==> config.mk <==
export PLATFORM = sky130hd
export DESIGN_NAME = idrm_cell
export DESIGN_NICKNAME = d
export VERILOG_FILES = /design/src/hw/rtl/idrm_pkg.sv /design/src/hw/rtl/idrm_cell.sv
export SDC_FILE = /design/constraint.sdc
export NUM_CORES = 1
export LEC_CHECK = 0
export BUFFER_PORTS_ARGS = -buffer_cell sky130_fd_sc_hd__buf_2
export CAP_MARGIN = 20
export CORE_UTILIZATION = 50
export DETAILED_ROUTE_END_ITERATION = 6
export GPL_TIMING_DRIVEN = 0
export PLACE_DENSITY = 0.86
export SYNTH_ARGS = -nofsm -noshare
export SYNTH_HDL_FRONTEND = slang
export SYNTH_SLANG_ARGS = --single-unit
export TNS_END_PERCENT = 100
==> constraint.sdc <==
create_clock -name clk -period 2.7 [get_ports clk]
set_clock_uncertainty 0.2 [all_clocks]
set_input_delay 0.54 -clock clk [delete_from_list [all_inputs] [get_ports clk]]
set_output_delay 0.54 -clock clk [all_outputs]
set_load 0.02 [all_outputs]
==> src/hw/rtl/idrm_pkg.sv <==
package idrm_pkg;

	localparam int unsigned DEF_MAP_ENTRIES = 32;

	localparam logic CMD_ADD   = 1'b0;
	localparam logic CMD_XLATE = 1'b1;

	localparam logic SEL_USER  = 1'b0;
	localparam logic SEL_GROUP = 1'b1;

	localparam logic [1:0] ST_OK      = 2'd0;
	localparam logic [1:0] ST_FULL    = 2'd1;
	localparam logic [1:0] ST_NOMATCH = 2'd2;

	localparam logic [31:0] OVERFLOW_ID = 32'd65534;

	typedef struct packed {
		logic        command;
		logic        map_select;
		logic [31:0] id_value;
		logic [31:0] outside_start;
		logic [31:0] range_count;
	} req_t;

	typedef struct packed {
		logic [1:0]  status;
		logic [31:0] translated_id;
	} rsp_t;

	// stored form of one range: [base, upper) maps to id + delta
	typedef struct packed {
		logic [31:0] base;
		logic [31:0] upper;
		logic [31:0] delta;
	} entry_t;

	// lookup that walks down the row of cells
	typedef struct packed {
		logic        valid;
		logic        sel;
		logic        found;
		logic [31:0] id;
		logic [31:0] xlat;
	} token_t;

	// per-cell write strobes and entry-in-use flags
	typedef struct packed {
		logic wr_user;
		logic wr_group;
		logic used_user;
		logic used_group;
	} cell_ctl_t;

endpackage

==> src/hw/rtl/idrm_cell.sv <==
module idrm_cell (
	input  logic               clk,
	input  logic               arst_n,
	input  idrm_pkg::cell_ctl_t ctl,
	input  idrm_pkg::entry_t   wr_entry,
	input  idrm_pkg::token_t   tok_in,
	output idrm_pkg::token_t   tok_out
);
	import idrm_pkg::*;

	entry_t user_q;
	entry_t group_q;
	entry_t cur;
	logic   in_use;
	logic   hit;
	token_t tok_q;

	always_ff @(posedge clk) begin
		if (ctl.wr_user) begin
			user_q <= wr_entry;
		end
		if (ctl.wr_group) begin
			group_q <= wr_entry;
		end
	end

	always_comb begin
		cur    = (tok_in.sel == SEL_GROUP) ? group_q : user_q;
		in_use = (tok_in.sel == SEL_GROUP) ? ctl.used_group : ctl.used_user;
		hit    = in_use && (tok_in.id >= cur.base) && (tok_in.id < cur.upper);
	end

	always_ff @(posedge clk or negedge arst_n) begin
		if (!arst_n) begin
			tok_q <= '0;
		end else begin
			tok_q.valid <= tok_in.valid;
			tok_q.sel   <= tok_in.sel;
			tok_q.id    <= tok_in.id;
			tok_q.found <= tok_in.found | hit;
			// first match wins
			tok_q.xlat  <= tok_in.found ? tok_in.xlat : tok_in.id + cur.delta;
		end
	end

	assign tok_out = tok_q;

endmodule

==> summary by stage, run 1 <==
Run status
The run finished, with violations left. The final reports fail on DRC, setup timing.

Placement
At the end of routability-driven placement, the weighted congestion stood at 0.855. The number of I/O port buffers is 234. Counting tap cells, the placed design contains a total of 1389 instances. OpenSTA, run right after detailed placement, puts the worst setup slack at -1.34 ns.

The HPWL after detailed placement is 21700 um.

Layout
The relative area change from synthesis to final layout is 43.4%. The sequential cells in the finished layout cover a total of 0.00744 mm^2. The area of combinational cells with multiple inputs is 0.00504 mm^2. The final instance count without filler cells is 1622. The post-layout net count is 1538.

The number of fill cells in the layout is 1426. The proportion of layout cells with a drive suffix above 1 is 0.356.

Clocking
TritonCTS built the clock tree. The number of levels in the clock H-tree is 1. Clock tree synthesis selected as its root buffer the cell sky130_fd_sc_hd__clkbuf_16. The maximum number of buffers from clock root to sink is 3. The number of sinks on the clock net is 259.

Buffers inserted during clock tree synthesis total 28. The clock edge transition at the registers on the reported setup and hold paths is 0.06 ns. The latest clock arrival within the worst-skew pair is 0.56 ns.

Timing
For the finished layout, the period the worst path requires is 2.98 ns. The worst setup slack after layout is -0.278 ns. Hold timing on the final database bottoms out at a slack of 0.0104 ns. The max-slew violation total from the final report came to 0.

The worst pin sits at a relative slew slack of 0.409. The ratio of final minimum period to clock period is 1.10. Setup repair after global routing could not meet its margin everywhere. Adding up every negative setup slack in the final design gives -2.59 ns. The count of final setup violators is 17. At the pin with the least slew margin, the transition time is 0.886 ns.

The count of final hold-check violations is 0. The fmax is 336 MHz.

Logic synthesis
The predominant post-synthesis flop cell is sky130_fd_sc_hd__edfxtp_1. The number of cells produced by synthesis is 834. After synthesis, the mean cell area works out to 14.3 um^2. In this run, synthesis produced a sequential element count of 259. The total of warnings raised by yosys is 0. In the post-synthesis netlist, the cell with the most instances is sky130_fd_sc_hd__edfxtp_1. Ranked by instance count, the synthesized netlist is headed by 192 x sky130_fd_sc_hd__edfxtp_1, 94 x sky130_fd_sc_hd__ha_1, 67 x sky130_fd_sc_hd__dfrtp_1, 66 x sky130_fd_sc_hd__mux2i_1, 49 x sky130_fd_sc_hd__nand2_1.

The top-area cell type share of the netlist area is 0.483. The biggest area consumer among synthesized cells is sky130_fd_sc_hd__edfxtp_1. The post-synthesis net count is 1098.

The share of the Yosys chip area taken by registers is 0.623. The netlist uses 65 different library cells. Yosys mapped a number of flops with a built-in enable equal to 192. After synthesis the cells add up to 0.0119 mm^2. By area the synthesized netlist is led by sky130_fd_sc_hd__edfxtp_1 48%, sky130_fd_sc_hd__dfrtp_1 14%, sky130_fd_sc_hd__ha_1 9.9%.

The share of synthesized registers carrying an async set or reset is 0.259.

Hold path
The class of the tightest hold or removal check is input port to flop.

Critical path
The worst setup path is launched from a flop. The maximum fanout along the worst path is 3. The type of element capturing the critical path is a flop. The required time reported for the critical path endpoint is 2.90 ns. The data arrival time at the worst-slack endpoint is 3.18 ns. The worst setup path is of the flop to flop kind.

Pwr
Summing internal, switching and leakage power gives 11.4 mW. In this run the static leakage power is 7.33 nW. Across the VDD grid, the largest voltage drop is 747 uV.

In this run the power density over the cells is 667 mW/mm^2.

GRT
The via count of the first global-routing pass is 9479. The global router's overall resource usage is 0.286. The wire length of the first global-routing pass is 52100 um. The final global-route overflow total is 0. Entering global routing, the biggest net connects 68 pins. The initial antenna violation count is 6.

Route
The number of vias after detailed routing is 9107. For this run, design rule violations remaining after detail routing come to 2. The final layout contains routed wiring with a total length of 35900 um. The first-iteration detailed-routing DRC count is 643. Using the TritonRoute via totals, the vias-per-cell ratio works out to 5.61.

In the final routed layout, each cell accounts on average for 22.1 um. The remaining number of nets flagged by the antenna check after routing is 0. For this run, the detailed router's first-pass iteration total came to 7.

Floorplanning
The area of the die is 0.0245 mm^2. The number of placed I/O pins is 236. The x dimension of the die is 157 um.

The total area inside the core boundary comes to 0.0235 mm^2. The starting utilization of the core area is 0.509. The floorplan has 56 rows. Measured along the y axis, the die boundary spans 157 um.

Job
The number of max-capacitance violations reported is 0.
-- timing repair --
item	4_1_cts	5_1_grt
setup buffers	35	17
pin swaps	41	40
gates cloned	1	0
endpoints found under the hold margin	288	1
gates resized for setup	71	39
hold buffers	127	1
setup endpoints to repair	23	24
-- cells by family (layout without fill, tap and decap cells) --
| family | Yosys count | count (layout) | share of synthesized area |
|---|---|---|---|
| DFF | 259 | 259 | 0.623 |
| xor gates and xnor gates | 24 | 24 | 0.0176 |
| muxes | 98 | 98 | 0.0855 |
| AOI/OAI and AO/OA | 184 | 184 | 0.104 |
| buffers and inverters | 42 | 504 | 0.0145 |
| other | 0 | 7 | 0 |
| and+or+nand+nor | 132 | 132 | 0.0550 |
| adders and majority gates | 95 | 95 | 0.100 |
-- worst max-delay path: stages (launching register included) --
cell and delay (ns):
sky130_fd_sc_hd__edfxtp_1 0.38, sky130_fd_sc_hd__mux2_4 0.29, sky130_fd_sc_hd__ha_4 0.18, sky130_fd_sc_hd__inv_4 0.06, sky130_fd_sc_hd__fa_2 0.20, sky130_fd_sc_hd__and2b_1 0.19, sky130_fd_sc_hd__o211ai_1 0.25, sky130_fd_sc_hd__a21oi_2 0.14
sky130_fd_sc_hd__a211oi_4 0.39, sky130_fd_sc_hd__buf_6 0.19, sky130_fd_sc_hd__o21bai_4 0.09, sky130_fd_sc_hd__a211oi_2 0.21, sky130_fd_sc_hd__a311oi_2 0.06
-- power by group --
part	leakage (nW)	total [mW]	switching [mW]	internal [mW]
Combinational	4.17	2.51	1.36	1.15
Clock	0.494	4.16	1.63	2.52
Sequential	2.67	4.76	0.101	4.66
-- layout make-up --
| cell class | count | share of cell area |
|---|---|---|
| clock buffers | 32 | 0.0424 |
| well taps | 319 | 0.0233 |
| plain buffers | 21 | 0.0110 |
| inverters | 15 | 0.00343 |
| diodes | 7 | 0.00102 |
| repair buffers | 416 | 0.173 |
| clock inverters | 20 | 0.0170 |
| multi-input cells | 533 | 0.294 |
| flip-flops and latches | 259 | 0.435 |
-- path summary, 6_finish.rpt --
kind                                       from                    end  slack, ns  cells past startpoint
hold / removal                       tok_in[25]  tok_out[25]$_DFF_PN0_       0.01                      3
setup / recovery            user_q[0]$_DFFE_PP_  tok_out[28]$_DFF_PN0_      -0.28                     12
min in group asynchronous                arst_n  tok_out[42]$_DFF_PN0_       0.48                      2
hold reg to reg            group_q[0]$_DFFE_PP_   tok_out[0]$_DFF_PN0_       0.57                      3
setup reg to reg            user_q[0]$_DFFE_PP_  tok_out[28]$_DFF_PN0_      -0.28                     12
max in group asynchronous                arst_n  tok_out[23]$_DFF_PN0_       1.23                      2
-- cell usage in the layout, fill, tap and decap left out, types with 9 or more instances in the layout --
master / synthesis / layout
sky130_fd_sc_hd__inv_1: 15 / 14
sky130_fd_sc_hd__nor2_1: 25 / 24
sky130_fd_sc_hd__buf_4: 3 / 47
sky130_fd_sc_hd__dlygate4sd3_1: 0 / 128
sky130_fd_sc_hd__edfxtp_1: 192 / 192
sky130_fd_sc_hd__clkbuf_16: 0 / 31
sky130_fd_sc_hd__clkbuf_1: 17 / 10
sky130_fd_sc_hd__xnor2_1: 15 / 14
sky130_fd_sc_hd__buf_2: 3 / 232
sky130_fd_sc_hd__nand4_1: 16 / 16
sky130_fd_sc_hd__o21ai_1: 3 / 15
sky130_fd_sc_hd__mux2_2: 32 / 21
sky130_fd_sc_hd__o21ai_0: 42 / 27
sky130_fd_sc_hd__dfrtp_1: 67 / 67
sky130_fd_sc_hd__a21oi_1: 40 / 33
sky130_fd_sc_hd__a21o_1: 31 / 31
sky130_fd_sc_hd__buf_6: 0 / 9
sky130_fd_sc_hd__mux2_4: 0 / 11
sky130_fd_sc_hd__ha_4: 0 / 16
sky130_fd_sc_hd__ha_1: 94 / 75
sky130_fd_sc_hd__nand2_1: 49 / 48
sky130_fd_sc_hd__mux2i_1: 66 / 64
-- sequential cells by signal, indices dropped and copies added (netlist names) --
register	cells
tok_out	67
user_q	96
group_q	96
-- metrics by stage --
stage / util / instance area, um^2
2_1_floorplan: - / 12300
3_3_place_gp: 0.591 / 13900
3_5_place_dp: 0.593 / 13900
4_1_cts: 0.717 / 16800
5_1_grt: 0.729 / 17100
6_report: 0.729 / 17100
-- routing by layer --
layer  GRT usage  share of wire
met1       0.332           0.38
met2       0.519           0.52
met3      0.0460          0.056
met4       0.132          0.048
met5           0              0
Power figures use the tool's default switching activity.
==> run 2, diff against run 1 <==
--- a/config.mk
+++ b/config.mk
@@ -7,10 +7,10 @@
 export LEC_CHECK = 0
 export BUFFER_PORTS_ARGS = -buffer_cell sky130_fd_sc_hd__buf_2
 export CAP_MARGIN = 20
-export CORE_UTILIZATION = 50
+export CORE_UTILIZATION = 55
 export DETAILED_ROUTE_END_ITERATION = 6
 export GPL_TIMING_DRIVEN = 0
-export PLACE_DENSITY = 0.86
+export PLACE_DENSITY = 0.9
 export SYNTH_ARGS = -nofsm -noshare
 export SYNTH_HDL_FRONTEND = slang
 export SYNTH_SLANG_ARGS = --single-unit
==> constraint.sdc (replaced) <==
create_clock -name clk -period 3.8 [get_ports clk]
set_clock_uncertainty 0.2 [all_clocks]
set_input_delay 0.76 -clock clk [delete_from_list [all_inputs] [get_ports clk]]
set_output_delay 0.76 -clock clk [all_outputs]
set_load 0.02 [all_outputs]
==> run 2 against run 1 <==
Net effect:
- the flow now finishes without violations
- die area is 9.0% lower
- utilization is 4.4 points lower
- critical path depth is 2 higher
- final area is 15% lower
- critical path type is now input port to flop
- largest cell class unchanged
==> summary by stage, run 2 (same netlist as run 1, synthesis figures left out) <==
Run status
Outcome: completed (was finished with violations).

Timing
The worst slew slack as a fraction of its limit is 0.372 (was 0.409). RSZ-0062 raised after global routing: true (unchanged). The actual slew at the worst max-slew pin is 0.942 ns (was 0.886 ns). The routed design could run at a clock period as short as 3.77 ns. The count of final setup violators is 0 (was 17).

The max-slew violation total from the final report was 0 (unchanged). The ratio of final minimum period to clock period is 0.993. The count of final hold-check violations is 0 (unchanged). The fmax is 265 MHz. The final setup TNS is 0 ns (was -2.59 ns).

Floorplanning
The x dimension of the die is 149 um (was 157 um). The number of placement rows is 53 (was 56). The area of the die is 0.0223 mm^2 (was 0.0245 mm^2). The starting utilization of the core area is 0.564 (was 0.509). The standard cell core area came to 0.0212 mm^2 (was 0.0235 mm^2).

The chip height is 149 um (was 157 um). The number of placed I/O pins is 236 (unchanged).

Hold path
The class of the tightest hold or removal check is input port to async pin (was input port to flop).

GRT
The met3 demand-to-capacity share in global routing was 0.0474 (was 0.0460). The busiest layer in global routing is met2 (unchanged). The maximum number of pins on one net before global-route repair was 68 (unchanged).

The met2 track demand over resource is 0.453 (was 0.519). The via count of the first global-routing pass was 8246 (was 9479). The initial antenna violation count is 4 (was 6). The met1 capacity usage during global routing is 0.313 (was 0.332). The global router's overall resource usage is 0.260 (was 0.286).

The final global-route overflow total was 0 (unchanged). The wire length of the first global-routing pass is 43400 um (was 52100 um).

Layout
Top library cells by usage in the layout, fill and taps aside: 236 x sky130_fd_sc_hd__buf_2, 192 x sky130_fd_sc_hd__edfxtp_1, 94 x sky130_fd_sc_hd__ha_1 (was 232 x sky130_fd_sc_hd__buf_2, 192 x sky130_fd_sc_hd__edfxtp_1, 128 x sky130_fd_sc_hd__dlygate4sd3_1). The area of all placed cells without fillers came to 0.0145 mm^2 (was 0.0171 mm^2). The relative area change from synthesis to final layout is 21.5% (was 43.4%).

The post-layout net count is 1364 (was 1538). The number of fill cells in the layout was 1493 (was 1426). The proportion of layout cells with a drive suffix above 1 is 0.304 (was 0.356). The most common library cell in the layout ignoring fill and taps is sky130_fd_sc_hd__buf_2 (unchanged). The combined flip-flop and latch cell area was 0.00744 mm^2 (unchanged). The area of combinational cells with multiple inputs is 0.00434 mm^2 (was 0.00504 mm^2).

Placement
The HPWL after detailed placement is 21200 um (was 21700 um). The number of I/O port buffers is 234 (unchanged). The global placer's final weighted congestion is 0.854 (was 0.855).

The cell area reported after detailed placement is 0.0135 mm^2 (was 0.0139 mm^2).

Critical path
The required time reported for the critical path endpoint was 4.00 ns (was 2.90 ns). CP cell instances: buf_2 > clkbuf_4 > clkbuf_8 > mux2_2 > ha_1 > inv_1 > fa_1 > and2b_1 > o211ai_1 > a21oi_2 > a211oi_4 > o21ai_2 > a2111oi_1 > a311oi_1 (was mux2_4 > ha_4 > inv_4 > fa_2 > and2b_1 > o211ai_1 > a21oi_2 > a211oi_4 > buf_6 > o21bai_4 > a211oi_2 > a311oi_2). The launching element type of the critical path is an input port (was flop). The type of element capturing the critical path is a flop (unchanged). The critical path start-end classification is input port to flop (was flop to flop). The highest-delay cell along the critical path is sky130_fd_sc_hd__a2111oi_1 (was sky130_fd_sc_hd__a211oi_4). The start point of the critical path is tok_in[65] (was user_q[0]$_DFFE_PP_). The top cell family by delay on the critical path was compound AO/OA/AOI/OAI gates (unchanged). The data arrival time at the worst-slack endpoint is 3.97 ns (was 3.18 ns). The maximum fanout along the worst path is 10 (was 3). The startpoint of the most critical register-to-register path is group_q[0]$_DFFE_PP_ (was user_q[0]$_DFFE_PP_). The number of buffers and inverters on the critical path was 4 (was 2). The highest cell delay on the worst timing path is 0.48 ns (was 0.39 ns).

Route
The number of vias after detailed routing is 8119 (was 9107). The remaining number of nets flagged by the antenna check after routing is 0 (unchanged). The detail-routed via count per cell is 5.81 (was 5.61). The first-iteration detailed-routing DRC count is 488 (was 643). The remaining routing DRC violations is 0 (was 2). The average wire length per cell after detail routing was 20.8 um (was 22.1 um). The total wire length after detailed routing is 29100 um (was 35900 um). The number of optimization iterations in the first detailed-route pass is 5 (was 7).

Clocking
The number of sinks on the clock net came to 259 (unchanged). The root buffer cell is sky130_fd_sc_hd__clkbuf_16 (unchanged). The clock tree from TritonCTS is done (unchanged). The latest clock arrival within the worst-skew pair is 0.54 ns (was 0.56 ns). The number of levels in the clock H-tree is 1 (unchanged).

The CTS buffer count is 26 (was 28). The maximum number of buffers from clock root to sink is 3 (unchanged). The clock edge transition at the registers on the reported setup and hold paths is 0.06 ns (about the same).

Job
The number of max-capacitance violations reported was 0 (unchanged).

Pwr
The worst IR drop on VDD is 537 uV (was 747 uV). The cell area power density came to 512 mW/mm^2 (was 667 mW/mm^2). The total leakage power came to 6.30 nW (was 7.33 nW).
==> run 2: worst paths after layout <==
path	end	slack, ns	depth (start not counted)
worst max register to register	tok_out[22]$_DFF_PN0_	0.50	11
min in group clk	tok_out[66]$_DFF_PN0_	0.14	1
worst min register to register	tok_out[0]$_DFF_PN0_	0.56	3
worst min-delay path	tok_out[27]$_DFF_PN0_	0.14	1
max in group asynchronous	tok_out[2]$_DFF_PN0_	2.70	1
worst max-delay path	tok_out[22]$_DFF_PN0_	0.03	14
==> run 2: worst register-to-register path: cells and delay by family, from the launching register on <==
family | cells | cell delay [ns]
buf+inv | 1 | 0.09
fa+ha+maj | 2 | 0.42
mux | 1 | 0.28
compound gates | 6 | 1.59
simple gates | 1 | 0.19
flops | 1 | 0.38
==> run 2: cell type report <==
cell class                      count  area share
Sequential cell                   259       0.513
Multi-Input combinational cell    533       0.299
Timing Repair Buffer              238      0.0861
Clock buffer                       31      0.0468
Tap cell                          275      0.0237
Clock inverter                     17      0.0172
Buffer                             27     0.00949
Inverter                           15     0.00388
Antenna cell                        3    0.000517
==> run 2: per-stage QoR <==
stage          setup WS [ns]  hold slack, ns  std cells   util  power, mW
2_1_floorplan         0.0615           0.264        834      -       4.21
3_3_place_gp          -0.793           0.499       1343  0.636       4.63
3_5_place_dp          -0.920           0.537       1345  0.639       4.70
4_1_cts               0.0462           0.121       1394  0.685       7.46
5_1_grt              -0.0600           0.126       1398  0.686       7.70
6_report              0.0267           0.136       1398  0.686       7.43
==> run 2: timing repair <==
item                                    CTS  global route
endpoints found under the setup margin   10             9
cloned                                    0             0
gates resized for setup                   6             3
hold buffers                              0             0
buffers inserted                          1             1
pin swaps                                 1             1
==> run 2: routing by layer <==
| metal | wire [um] | up-vias |
|---|---|---|
| li1 | - | 3759 |
| met1 | 11200 | 3919 |
| met2 | 14600 | 353 |
| met3 | 2020 | 86 |
| met4 | 1200 | 2 |
| met5 | 12 | - |
==> run 2: power breakdown <==
| group | total, mW | leakage, nW | internal (mW) | switching, mW |
|---|---|---|---|---|
| sequential | 3.37 | 2.67 | 3.31 | 0.0630 |
| combinational | 1.30 | 3.18 | 0.525 | 0.774 |
| clock | 2.75 | 0.455 | 1.69 | 1.07 |
| total | 7.43 | 6.30 | 5.52 | 1.90 |
